### src/hdl/cart_bank_and_serial_card_port_macros.svh
// assertion helpers, sampled on the block clock and quiet during reset
`ifndef CART_BANK_AND_SERIAL_CARD_PORT_MACROS_SVH
`define CART_BANK_AND_SERIAL_CARD_PORT_MACROS_SVH

// consequent checked in the same cycle
`define CBSCP_ASSERT_NOW(label, ante, cons) \
	label: assert property (@(posedge clk) disable iff (!arst_n) (ante) |-> (cons)) \
		else $error("cbscp same-cycle check failed");

// consequent checked in the next cycle
`define CBSCP_ASSERT_NEXT(label, ante, cons) \
	label: assert property (@(posedge clk) disable iff (!arst_n) (ante) |=> (cons)) \
		else $error("cbscp next-cycle check failed");

`endif

### src/hdl/cbscp_pkg.sv
`default_nettype none
package cbscp_pkg;

	// reply table depth, 32 to 256
	localparam int ROM_DEPTH = 128;
	localparam logic [8:0] ROM_DEPTH_W = 9'(ROM_DEPTH);
	localparam logic [8:0] ROM_LAST_W = 9'(ROM_DEPTH - 1);

	// bus decode
	localparam logic [15:0] PORT_ADDR = 16'h5000;

	// mode and reply codes
	localparam logic [7:0] MODE_DONE    = 8'h60;
	localparam logic [7:0] MODE_TX_END  = 8'h40;
	localparam logic [7:0] REPLY_DONE   = 8'h60;
	localparam logic [5:0] BUSY_INIT    = 6'h2C;
	localparam logic [6:0] OUT_LIM_FULL = 7'h7F;
	localparam logic [6:0] OUT_LIM_SHRT = 7'h1E;
	localparam logic [2:0] IN_LIM_SHRT  = 3'd4;

	// serial slot numbers
	localparam logic [3:0] SLOT_PARITY = 4'd8;
	localparam logic [3:0] SLOT_GAP    = 4'd9;

	// reply table contents
	localparam logic [7:0] ROM_B0   = 8'h14;
	localparam logic [7:0] ROM_B1   = 8'h55;
	localparam logic [7:0] ROM_B2   = 8'h45;
	localparam logic [7:0] ROM_B3   = 8'hD3;
	localparam logic [7:0] ROM_B4   = 8'h18;
	localparam logic [7:0] ROM_FILL = 8'h10;
	localparam logic [7:0] ROM_TAIL = 8'hAA;

	// request from the bus stage to the card port
	typedef struct packed {
		logic       wr;
		logic       rd;
		logic [7:0] wdata;
	} port_req_t;

	// reply table lookup, index wraps at the table depth
	function automatic logic [7:0] rom_byte(input logic [7:0] idx);
		logic [8:0] r;
		logic [7:0] b;
		r = {1'b0, idx};
		for (int k = 0; k < 8; k++) begin
			if (r >= ROM_DEPTH_W) begin
				r = r - ROM_DEPTH_W;
			end
		end
		case (r)
			9'd0: b = ROM_B0;
			9'd1: b = ROM_B1;
			9'd2: b = ROM_B2;
			9'd3: b = ROM_B3;
			9'd4: b = ROM_B4;
			default: begin
				if (r == ROM_LAST_W) begin
					b = ROM_TAIL;
				end else begin
					b = ROM_FILL;
				end
			end
		endcase
		return b;
	endfunction

endpackage
`default_nettype wire

### src/hdl/cart_bank_and_serial_card_port.sv
// cartridge bank latch with a bit-serial card port
//
// input channel s_*: one bus access per transaction, s_tuser is the access
// kind (0 read, 1 write), s_tdata carries address and write data.
// output channel m_*: one result per access, in order: read data of the card
// port, the answered flag on m_tuser, and the program and character banks
// as they stand after the access.
// the access is held in the input register, then its result in the result
// register, which drives m_tvalid.
// throughput: one access per cycle while m_tready holds high; the decode and
// the port update are a single level of small logic between the input and
// result registers. the input register still takes an access while a
// finished result waits if it is empty. a stall on m_tready holds the result
// and then the input register; s_tready drops once both are full.
// reset (arst_n low) clears both banks, the whole port state and both valid
// flags; the reply table is constant logic and needs no load.
`default_nettype none
`include "cart_bank_and_serial_card_port_macros.svh"
module cart_bank_and_serial_card_port
	import cbscp_pkg::*;
(
	input  wire logic        clk,
	input  wire logic        arst_n,
	input  wire logic        s_tvalid,
	output logic             s_tready,
	input  wire logic [23:0] s_tdata,   // [15:0] addr, [23:16] wdata
	input  wire logic        s_tuser,   // [0] cmd
	output logic             m_tvalid,
	input  wire logic        m_tready,
	output logic [15:0]      m_tdata,   // [7:0] rdata, [8] prg_bank, [11:9] chr_bank
	output logic             m_tuser    // [0] rvalid
);

	logic        valid_s1;
	logic        cmd_s1;
	logic [15:0] addr_s1;
	logic [7:0]  wdata_s1;
	logic        m_valid_q;
	logic [7:0]  rdata_q;
	logic        rvalid_q;
	logic        prg_q;
	logic [2:0]  chr_q;
	logic        adv;
	logic        is_port;
	logic        is_hi;
	port_req_t   req;
	logic [7:0]  port_rdata;

	// stage advance when the result register is free or being drained
	assign adv = valid_s1 && (!m_valid_q || m_tready);
	assign s_tready = !valid_s1 || adv;

	// input register
	always_ff @(posedge clk or negedge arst_n) begin
		if (!arst_n) begin
			valid_s1 <= 1'b0;
		end else if (s_tready) begin
			valid_s1 <= s_tvalid;
		end
	end

	always_ff @(posedge clk) begin
		if (s_tvalid && s_tready) begin
			cmd_s1 <= s_tuser;
			addr_s1 <= s_tdata[15:0];
			wdata_s1 <= s_tdata[23:16];
		end
	end

	// address decode
	assign is_port = (addr_s1 == PORT_ADDR);
	assign is_hi = addr_s1[15];

	always_comb begin
		req.wr = adv && cmd_s1 && is_port;
		req.rd = adv && !cmd_s1 && is_port;
		req.wdata = wdata_s1;
	end

	cbscp_port u_port (
		.clk    (clk),
		.arst_n (arst_n),
		.req    (req),
		.rdata  (port_rdata)
	);

	// bank latch, changes only when a result is loaded
	always_ff @(posedge clk or negedge arst_n) begin
		if (!arst_n) begin
			prg_q <= 1'b0;
			chr_q <= 3'd0;
		end else if (adv && cmd_s1 && is_hi) begin
			prg_q <= addr_s1[0];
			chr_q <= addr_s1[3:1];
		end
	end

	// result register
	always_ff @(posedge clk or negedge arst_n) begin
		if (!arst_n) begin
			m_valid_q <= 1'b0;
		end else if (!m_valid_q || m_tready) begin
			m_valid_q <= valid_s1;
		end
	end

	always_ff @(posedge clk) begin
		if (adv) begin
			rdata_q <= req.rd ? port_rdata : 8'h00;
			rvalid_q <= req.rd;
		end
	end

	assign m_tvalid = m_valid_q;
	assign m_tdata = {4'b0, chr_q, prg_q, rdata_q};
	assign m_tuser = rvalid_q;

	// checks
	`CBSCP_ASSERT_NEXT(a_bank_load, adv && cmd_s1 && is_hi, prg_q == $past(addr_s1[0]) && chr_q == $past(addr_s1[3:1]))
	`CBSCP_ASSERT_NEXT(a_quiet_rdata, adv && !req.rd, rdata_q == 8'h00 && !rvalid_q)
	`CBSCP_ASSERT_NEXT(a_s1_hold, valid_s1 && !adv, valid_s1 && m_valid_q)

endmodule
`default_nettype wire

### src/hdl/cbscp_port.sv
`default_nettype none
module cbscp_port
	import cbscp_pkg::*;
(
	input  wire logic       clk,
	input  wire logic       arst_n,
	input  wire port_req_t  req,
	output logic [7:0]      rdata
);

	logic [7:0] mode_q, oidx_q, oshift_q, icnt_q;
	logic [3:0] obit_q, ibit_q;
	logic       opar_q;
	logic [6:0] olim_q;
	logic [2:0] ilim_q;
	logic [5:0] busy_q;

	logic [7:0] mode_n, oidx_n, oshift_n, icnt_n;
	logic [3:0] obit_n, ibit_n;
	logic       opar_n;
	logic [6:0] olim_n;
	logic [2:0] ilim_n;
	logic [5:0] busy_n;
	logic [7:0] o;

	// next state of the card port for one transaction
	always_comb begin
		mode_n = mode_q;
		oidx_n = oidx_q;
		oshift_n = oshift_q;
		icnt_n = icnt_q;
		obit_n = obit_q;
		ibit_n = ibit_q;
		opar_n = opar_q;
		olim_n = olim_q;
		ilim_n = ilim_q;
		busy_n = busy_q;
		o = 8'h00;
		if (req.wr) begin
			// mode write
			mode_n = req.wdata;
			if (req.wdata == 8'h00) begin
				obit_n = 4'd0;
				oidx_n = 8'h00;
				opar_n = 1'b0;
				ibit_n = 4'd0;
				icnt_n = 8'h00;
				oshift_n = ROM_B0;
				olim_n = OUT_LIM_FULL;
			end
			if (req.wdata[5]) begin
				olim_n = OUT_LIM_SHRT;
				ilim_n = IN_LIM_SHRT;
			end
			// one input bit slot
			if (req.wdata[3]) begin
				busy_n = BUSY_INIT;
				if (ibit_q < SLOT_GAP) begin
					ibit_n = ibit_q + 4'd1;
				end else if (ibit_q == SLOT_GAP) begin
					ibit_n = 4'd0;
					if (icnt_q == {5'b0, ilim_n}) begin
						mode_n = MODE_DONE;
						busy_n = 6'd0;
					end else begin
						icnt_n = icnt_q + 8'd1;
					end
				end
			end
		end else if (req.rd) begin
			if (mode_q[6] | mode_q[5]) begin
				// handshake status
				if (busy_q != 6'd0) begin
					busy_n = busy_q - 6'd1;
				end else begin
					mode_n = {1'b0, mode_q[6] ^ mode_q[5], 6'b0};
				end
				o = mode_n;
			end else if (obit_q < SLOT_PARITY) begin
				// data bit, msb first
				opar_n = opar_q ^ oshift_q[7];
				o = {1'b0, oshift_q[7], 6'b0};
				oshift_n = {oshift_q[6:0], 1'b0};
				obit_n = obit_q + 4'd1;
			end else if (obit_q == SLOT_PARITY) begin
				obit_n = SLOT_GAP;
				o = {1'b0, opar_q, 6'b0};
			end else if (obit_q == SLOT_GAP) begin
				// gap slot: next byte or done
				opar_n = 1'b0;
				obit_n = 4'd0;
				if (oidx_q == {1'b0, olim_q}) begin
					mode_n = MODE_TX_END;
					o = REPLY_DONE;
				end else begin
					oshift_n = rom_byte(oidx_q);
					oidx_n = oidx_q + 8'd1;
				end
			end
		end
	end

	assign rdata = o;

	// port state registers
	always_ff @(posedge clk or negedge arst_n) begin
		if (!arst_n) begin
			mode_q <= 8'h00;
			oidx_q <= 8'h00;
			oshift_q <= 8'h00;
			icnt_q <= 8'h00;
			obit_q <= 4'd0;
			ibit_q <= 4'd0;
			opar_q <= 1'b0;
			olim_q <= 7'd0;
			ilim_q <= 3'd0;
			busy_q <= 6'd0;
		end else begin
			mode_q <= mode_n;
			oidx_q <= oidx_n;
			oshift_q <= oshift_n;
			icnt_q <= icnt_n;
			obit_q <= obit_n;
			ibit_q <= ibit_n;
			opar_q <= opar_n;
			olim_q <= olim_n;
			ilim_q <= ilim_n;
			busy_q <= busy_n;
		end
	end

endmodule
`default_nettype wire

### config.mk
export PLATFORM = sky130hd
export DESIGN_NAME = cart_bank_and_serial_card_port
export DESIGN_NICKNAME = d
export VERILOG_FILES = /design/src/hdl/cbscp_pkg.sv /design/src/hdl/cart_bank_and_serial_card_port.sv /design/src/hdl/cbscp_port.sv
export VERILOG_INCLUDE_DIRS = /design/src /design/src/hdl
export SDC_FILE = /design/constraint.sdc
export NUM_CORES = 1
export LEC_CHECK = 0
export BUFFER_PORTS_ARGS = -buffer_cell sky130_fd_sc_hd__buf_4
export CAP_MARGIN = 15
export CORE_ASPECT_RATIO = 1.2
export CORE_MARGIN = 2
export CORE_UTILIZATION = 30
export CTS_BUF_LIST = sky130_fd_sc_hd__clkbuf_8
export DETAILED_ROUTE_END_ITERATION = 10
export PLACE_DENSITY = 0.47
export SLEW_MARGIN = 15
export SYNTH_ARGS = -nofsm -noshare
export SYNTH_HDL_FRONTEND = slang
export SYNTH_SLANG_ARGS = --single-unit
export TNS_END_PERCENT = 30
### constraint.sdc
create_clock -name clk -period 7.8 [get_ports clk]
set_clock_uncertainty 0.2 [all_clocks]
set_input_delay 1.17 -clock clk [delete_from_list [all_inputs] [get_ports clk]]
set_output_delay 1.17 -clock clk [all_outputs]
set_load 0.01 [all_outputs]
**After elaboration in Yosys (flattened, before gate mapping)**

Index checks and enable logic that the tools add are counted.

- Memory bits (writable): 0
- ROM bits: 0
- Flip-flop bits (word level): 97
- Output and inout port bits: 19
- Logic and storage cells: 233
- Bits of input ports: 29
- Latch bits: 0
- Memories kept: 0

- Reductions and logical operators: 32
- Add/sub/neg operators: 13
- Mux-type cells: 134
- Order comparisons: 10
- Bitwise logic cells: 4
- Equality and inequality tests: 21
- Shift-type cells: 0
- Div/mod/pow operators: 0
- $mul: 0

Operators with widths:

| operator | number |
|---|---|
| two-way mux 9 bit | 64 |
| two-way mux 8 bit | 38 |
| >= comparator 9 x 8 -> 1 bit (second input constant) | 7 |
| subtractor 9 x 8 -> 9 bit (second input constant) | 7 |
| two-way mux 6 bit | 8 |
| two-way mux 4 bit | 11 |
| one-hot mux 8 bit (5 select lines) | 1 |
| two-way mux 7 bit | 3 |
| == test 9 x 2 -> 1 bit (second input constant) | 2 |
| adder 8 x 1 -> 8 bit (second input constant) | 2 |
| == test 16 x 15 -> 1 bit (second input constant) | 1 |
| == test 4 bit (second input constant) | 3 |
| != test 3 x 2 -> 1 bit (second input constant) | 4 |
| != test 2 bit (second input constant) | 5 |
| AND reduction 5 bit | 2 |
| nonzero test 2 bit | 5 |
| == test 9 x 1 -> 1 bit (second input constant) | 1 |
| == test 9 x 3 -> 1 bit (second input constant) | 1 |
| == test 9 x 7 -> 1 bit (second input constant) | 1 |
| logical NOT 9 bit | 1 |
| nonzero test 3 bit | 3 |
| subtractor 8 x 8 -> 9 bit (second input constant) | 1 |
| adder 4 x 1 -> 4 bit (second input constant) | 2 |
| == test 8 x 3 -> 1 bit | 1 |
| other kinds (21) | 40 |

**Depth between registers and ports, before layout**

Gate-level depths: netlist of the first run.

- Word-level depth: 82
- Depth in mapped cells: 23
- Depth with buffers taken out: 23

**Modules after synthesis**

A second synthesis of the first run with hierarchy kept.

- Cell total of the unflattened synthesis: 512
- Area, all modules: 5188.7 um2

Modules (own cells, without submodules):

| module | cells an instance | times used | sequential area each (um2) | area an instance (um2) |
|---|---|---|---|---|
| cbscp_port | 429 | 1 | 1301.2 | 3628.5 |
| cart_bank_and_serial_card_port | 83 | 1 | 1171.1 | 1560.2 |

**Worst setup path after synthesis of the first run**

No wires, ideal clock.

- Path type: input to register
- Start point: input m_tready
- End point: register u_port.icnt_q[7]
- Setup time: 0.137 ns
- Arrival time: 2.515 ns
- Path buffers: 0
- Required time: 7.463 ns
- Setup slack: 4.947 ns
- Stages on the path: 7
- Cells stage by stage: nand2b_1 and4_1 nand3_2 a2111oi_4 nand4_1 xor2_1 nor2_1

- Word-level cells in the longest chain between the ends: 4

Ends and longest elaborated chain:

| element | RTL line | text |
|---|---|---|
| start, declared | cart_bank_and_serial_card_port.sv:29 | `input wire logic m_tready,` |
| logical OR 1 bit | cart_bank_and_serial_card_port.sv:50 | `assign adv = valid_s1 && (!m_valid_q \|\| m_tready);` |
| logical AND 1 bit | cart_bank_and_serial_card_port.sv:50 |  |
| logical AND 1 bit (2 in a row) | cart_bank_and_serial_card_port.sv:75 | `req.wr = adv && cmd_s1 && is_port;` |
| end signal, assigned | cbscp_port.sv:122 | `icnt_q <= icnt_n;` |
| end, declared | cbscp_port.sv:11 | `logic [7:0] mode_q, oidx_q, oshift_q, icnt_q;` |

No other way between the ends.
A chain may end at the register's enable or synchronous reset.

**Worst setup path in the final report of the first run**

- Start point: register wdata_s1[5]
- End point: register u_port.oshift_q[1]

- Word-level cells in the longest chain between the ends: 3

Ends and longest elaborated chain:

| element | RTL line | text |
|---|---|---|
| start, declared | cart_bank_and_serial_card_port.sv:37 | `logic [7:0] wdata_s1;` |
| start signal, assigned | cart_bank_and_serial_card_port.sv:66 | `wdata_s1 <= s_tdata[23:16];` |
| logical NOT 8 bit | cbscp_port.sv:42 | `if (req.wdata == 8'h00) begin` |
| != test 2 x 1 -> 1 bit (no line) | n/a |  |
| AND reduction 6 bit (no line) | n/a |  |
| end signal, assigned | cbscp_port.sv:121 | `oshift_q <= oshift_n;` |
| end, declared | cbscp_port.sv:11 |  |

No other way between the ends.

==> results of run 1 <==
## area by class of cell
class                           instances  area, µm²  share of cell area, %
Tap cell                              212      265.3                  4.700
Clock inverter                          7      93.84                  1.663
Inverter                               27      101.3                  1.796
Sequential cell                        92       2472                  43.80
Clock buffer                            9      123.9                  2.195
Multi-Input combinational cell        333       2257                  39.99
Timing Repair Buffer                   44      330.3                  5.852
## worst max-delay path: cells and delay by family, from the launching register on
kind / cells / cell delay (ns)
AOI/OAI and AO/OA: 2 / 0.83
DFF: 1 / 0.58
and+or+nand+nor: 5 / 1.65
## per-layer routing
metal	part of all wire (%)	track usage [%]
met1	44	15.09
met2	51	22.32
met3	3.1	2.366
met4	1.3	4.590
met5	0	0
## state kept, by name, indices dropped and copies added (netlist names), 2 cells and up
name / cells
addr_s1: 16
rdata_q: 8
u_port.icnt_q: 8
u_port.mode_q: 8
u_port.oidx_q: 8
u_port.oshift_q: 8
wdata_s1: 8
u_port.busy_q: 6
u_port.ibit_q: 4
u_port.obit_q: 4
chr_q: 3
u_port.ilim_q: 3
u_port.olim_q: 2
## synth_stat cells, types with 4 or more instances
cell type and n:
nand2b_1 8, a31o_2 4, nor3_1 12, nand3b_1 5, xnor2_1 6, mux2_2 5, mux2i_1 5, inv_1 27
a21o_1 5, dfrtp_1 58, buf_4 5, o21ai_0 18, nand4_1 9, o21ai_1 4, edfxtp_1 34, nand2_1 44
and2_1 13, nor2_1 31, or4_1 6, clkbuf_1 6, nand3_1 24, ha_1 22, a21oi_1 18, nor4_1 4
a31oi_1 8, xor2_1 10, and3_1 5
## per-stage QoR
step | hold WS (ns) | total power, µW
global placement | 0.2420 | 742.3
CTS | 0.2667 | 1098
detailed placement | 0.2461 | 742.9
floorplan | 0.2287 | 704.3
finish | 0.2615 | 1099
global route | 0.2789 | 1161
## how the worst max path moves through the flow
stage	startpoint	end	slack, ns	cells past startpoint
floorplan	m_tready	u_port.icnt_q[7]	4.95	7
global route	wdata_s1[5]	u_port.oshift_q[1]	4.18	7
detailed placement	m_tready	u_port.oshift_q[6]	4.09	8
CTS	wdata_s1[5]	u_port.oshift_q[0]	4.39	6
global placement	m_tready	u_port.oshift_q[6]	4.17	8
finish	wdata_s1[5]	u_port.oshift_q[1]	4.47	7
## cells by family after synthesis
kind of cell    after synthesis  synth area share (%)
buf+inv                      43                 4.176
fa+ha+maj                    22                 5.602
xor+xnor                     17                 3.310
flops                        92                 50.32
other cells                   2                0.1528
simple gates                187                 20.96
mux                          10                 2.164
compound gates               91                 13.32
## power groups by stage
stage / Clock [µW] / Combinational [µW] / Sequential (µW)
detailed placement: 0 / 201 / 542
global placement: 0 / 199 / 543
floorplan: 0 / 163 / 541
global route: 382 / 243 / 535
CTS: 365 / 200 / 533
finish: 348 / 219 / 532
==> results.md, run 1 <==
* Fraction of registers with async set/reset at 63.04%
* Post-route ant nets at 0
* Routed via count at 3,535
* Die X at 120.8 µm
* NetSw at 320.6 µW
* Initial DRC Count at 138
* Layout cells sized above 1 at 17.38%
* Vias/cell at 4.883
* Fin util at 34.96%
* RSZ-0062 raised after global routing: false
* Cells along the critical path: or4_1 -> nor2_2 -> nand2_1 -> a21oi_1 -> and2_1 -> o2111ai_1 -> nand3_1
* Post-Syn Area at 4913 µm²
* Synth Warn # at 0
* Hold Crit Start: u_port.ilim_q[2]
* Filler cells at 1,631
* Final nets at 558
* Die Ht at 144.2 µm
* Leak at 0.002408 µW
* CP max-delay cell: or4_1
* Post-CTS Setup Repair Bufs at 0
* P_int at 778.6 µW
* Worst VDD drop at 0.08905 mV
* Tot GR Track Use at 12.57%
* Data required, critical path at 7.91 ns
* Hold endpoint: u_port.ilim_q[2]
* Area grow syn2layout at 14.87%
* Drt pass-1 iters at 4
* Final GP Congestion at 0.7976
* Critical path fanouts, max at 11
* First-pass GRT wire length at 17,370 µm
* TritonCTS clock tree: built
* Final Worst Setup Slack at 4.467 ns
* CTS Buf Count at 9
* Top cell type's share of synthesized area at 29.54%
* Vias in the first global route at 3,538
* # rows at 51
* Worst Hold Path Cells at 1
* Comb pwr share at 19.9%
* Initial antenna violation count at 0
* Critical path endpoint category: flop
* Core Box Area at 16,140 µm²
* Max-slew headroom at 30.09%
* Cell area after layout at 5644 µm²
* # hold bufs at CTS at 0
* DP Area at 5420 µm²
* Max Fclk at 0.3000 GHz
* CTS H-tree depth at 3
* Top FF cell, synth: dfrtp_1
* IO Port Bufs at 43
* Sequential fraction of the synthesis area at 50.32%
* Worst setup path category: reg -> reg
* Outcome: finished, final reports clean
* Syn avg cell area at 10.59 µm²
* IO Count at 48
* GR Overflow Total at 0
* Mapped Cells at 464
* Clock power share at 31.7%
* Critical path's largest stage delay at 0.70 ns
* Clk Latency, worst-skew pair at 0.37 ns
* Area leader, netlist: dfrtp_1
* Worst R2R Setup Slack at 4.47 ns
* Fin cells at 724
* Setup TNS at 0 ns
* Tmin final at 3.333 ns
* WL per Instance at 14.25 µm
* Final setup viols at 0
* R2R Path End: u_port.oshift_q[1]
* Slew Viols, Final at 0
* HPWL after DPL at 7529 µm
* Placed cell count at 708
* Worst hold path type: reg -> reg
* Place WS at 4.088 ns
* CTS Root Cell: clkbuf_8
* CP startpoint kind: flop
* Sw frac at 29.16%
* Worst-Margin Slew at 1.049 ns
* Post-synth EDFFs at 34
* PwrDens at 194.7 nW/µm²
* FF-to-FF path depth at 7
* Final wirelength at 10,320 µm
* Most frequent cells in the layout: dfrtp_1, nand2_1, buf_4, edfxtp_1, nor2_1
* R2r startpoint: wdata_s1[5]
* Worst endpoint data arrival time at 3.45 ns
* Max clock buf depth at 2
* CTS clock-pin slew for the worst setup and hold paths at 0.10 ns
* Die area at 17,420 µm²
* Post-route DRC violation count at 0
* Largest cells by area after synthesis: dfrtp_1, edfxtp_1, ha_1, nand2_1, nand3_1
* #FFs+latches synth at 92
* Most common cell after layout, fill and taps aside: dfrtp_1
* Post-cts sizing count at 0
* Clock Sinks at 92
* Effective utilization at floorplan at 30.43%
* N_diodes at 0
* Reg power frac at 48.4%
* Final number of hold-violating endpoints at 0
* Largest net degree at the start of global routing at 59
* Tcrit/Tclk final at 42.74%
* Max cap viols at 0
* Distinct cells, synth at 75
Note: power is estimated with default switching activity, not from simulation.
==> inputs of run 2 (changes only) <==
clock period = 3.3 ns   (was 7.8 ns; I/O delays follow)
==> run 2 against run 1 <==
Compared with the run above:
- the flow now finishes with violations (negative hold slack)
- sequential power increased by 130%
- maximum frequency increased by 20%
- critical path depth increased by 1
- sequential share of layout area decreased by 0.58 points
- via count increased by 1.8%
- count of clock-buffer cells in the layout unchanged
- non-clock buffer count increased by 11
- core utilization increased by 0.46 points
- sequential cell count unchanged
- clock power increased by 140%
- power increased by 140%
==> results.md, run 2 (synthesis gave the netlist of run 1 again) <==
* Worst endpoint data arrival time at 2.88 ns (-0.57 ns)
* Worst-Margin Slew at 0.7747 ns (-0.2740 ns)
* IO Port Bufs at 43 (unchanged)
* Drt pass-1 iters at 4 (unchanged)
* CTS Buf Count at 9 (unchanged)
* Setup TNS at 0 ns (unchanged)
* Die Ht at 144.2 µm (unchanged)
* CP startpoint kind: flop
* Largest register FFs at 16 (unchanged)
* Vias in the first global route at 3,726 (+5.3%)
* Worst setup path category: reg -> reg
* Most common cell after layout, fill and taps aside: dfrtp_1
* Failing checks: negative hold slack
* Final setup viols at 0 (unchanged)
* Final nets at 569 (+2.0%)
* Sequential cell area at 2472 µm² (unchanged)
* Max cap viols at 0 (unchanged)
* Max-slew headroom at 48.35% (+18 points)
* Worst VDD drop at 0.2235 mV (+150%)
* First-pass GRT wire length at 18,200 µm (+4.8%)
* Effective utilization at floorplan at 30.43% (unchanged)
* Max Fclk at 0.3598 GHz (+20%)
* Tcrit/Tclk final at 84.22% (+41 points)
* Vias/cell at 4.897 (+0.29%)
* Final number of hold-violating endpoints at 14 (+14)
* Outcome: finished, violations left
* Die X at 120.8 µm (unchanged)
* Clock Sinks at 92 (unchanged)
* N_diodes at 0 (unchanged)
* GR Overflow Total at 0 (unchanged)
* Area of the multi-input gates at 2251 µm² (-0.28%)
* CTS H-tree depth at 3 (unchanged)
* Layout cells sized above 1 at 18.93% (+1.5 points)
* Data required, critical path at 3.40 ns (-4.51 ns)
* Fin util at 35.43% (+0.46 points)
* Final wirelength at 10,770 µm (+4.4%)
* Critical path fanouts, max at 9 (-2)
* RSZ-0062 raised after global routing: false
* Post-route ant nets at 0 (unchanged)
* TritonCTS clock tree: built
* HPWL after DPL at 7872 µm (+4.5%)
* Most frequent cells in the layout: dfrtp_1, buf_4, nand2_1, edfxtp_1, nor2_1
* Max clock buf depth at 2 (unchanged)
* Die area at 17,420 µm² (unchanged)
* Post-cts sizing count at 0 (unchanged)
* Routed via count at 3,599 (+1.8%)
* Leak at 0.002465 µW (+2.4%)
* Tot Pwr at 2600 µW (+140%)
* CTS Root Cell: clkbuf_8
* Hold slack at -0.02240 ns (-0.2839 ns)
* Placed cell count at 719 (+1.6%)
* Largest net degree at the start of global routing at 59 (unchanged)
* Initial DRC Count at 150 (+8.7%)
* PwrDens at 454.7 nW/µm² (+130%)
* Critical path endpoint category: flop
* Tmin final at 2.779 ns (-0.5542 ns)
* # rows at 51 (unchanged)
* Final GP Congestion at 0.7852 (-1.6%)
* Post-CTS Setup Repair Bufs at 0 (unchanged)
* Area grow syn2layout at 16.40%
* IO Count at 48 (unchanged)
* Core Box Area at 16,140 µm² (unchanged)
* Filler cells at 1,631 (unchanged)
* Initial antenna violation count at 0 (unchanged)
* CTS clock-pin slew for the worst setup and hold paths at 0.11 ns (about the same)
* # hold bufs at CTS at 0 (unchanged)
* Post-route DRC violation count at 0 (unchanged)
* Slew Viols, Final at 0 (unchanged)
* Reg with most FFs: addr_s1
* Fin cells at 735 (+1.5%)
* WL per Instance at 14.65 µm (+2.8%)
* Clk Latency, worst-skew pair at 0.38 ns (about the same)
* Tot GR Track Use at 13.24% (+0.67 points)
* Worst hold path type: in -> async
-- run 2: layout make-up --
| cell class | instances | share of cell area [%] |
|---|---|---|
| clock buffer | 9 | 2.166 |
| clock inverter | 7 | 1.619 |
| inverter | 27 | 1.772 |
| multi-input combinational | 333 | 39.36 |
| sequential | 92 | 43.23 |
| tap | 212 | 4.638 |
| timing repair buffer | 55 | 7.219 |
-- run 2: through the flow --
step	area [µm²]	hold WS (ns)	setup WS, ns
after detailed placement	5503	0.2447	0.5050
after global routing	5719	0.01555	0.1075
after global placement	5503	0.2448	0.5658
final	5719	-0.02240	0.5208
after CTS	5719	0.01488	0.4510
after floorplan	4928	-0.0005910	0.8414
-- run 2: path summary, 6_finish.rpt --
| check | startpoint | to | cells past startpoint | slack, ns |
|---|---|---|---|---|
| setup / recovery | addr_s1[1] | u_port.olim_q[5] | 8 | 0.52 |
| hold / removal | arst_n | valid_s1 | 1 | -0.02 |
| setup reg to reg | addr_s1[1] | u_port.olim_q[5] | 8 | 0.52 |
| hold reg to reg | u_port.ilim_q[2] | u_port.ilim_q[2] | 1 | 0.26 |
| max in group asynchronous | arst_n | u_port.ilim_q[1] | 1 | 2.40 |
| min in group clk | s_tdata[5] | addr_s1[5] | 1 | 0.08 |
-- run 2: report_power, final --
| part | switching [µW] | internal, µW | total, µW |
|---|---|---|---|
| Combinational | 283 | 241 | 524 |
| Sequential | 20.4 | 1230 | 1250 |
| Clock | 454 | 370 | 824 |
-- run 2: worst max-delay path, stage by stage (launching register included) --
cell and delay (ns):
edfxtp_1 0.40, nor4_1 0.51, nand4_1 0.22, nor3_1 0.22
buf_4 0.15, nand2_1 0.18, nor3_2 0.62, nor2_1 0.08
a21oi_1 0.13
-- run 2: layer usage --
layer / vias to the layer above / share of wire [%] / GRT usage, %
li1: 1779 / - / -
met1: 1736 / 43 / 15.35
met2: 70 / 52 / 23.71
met3: 14 / 3.2 / 3.233
met4: 0 / 1.8 / 4.651
met5: - / 0 / 0
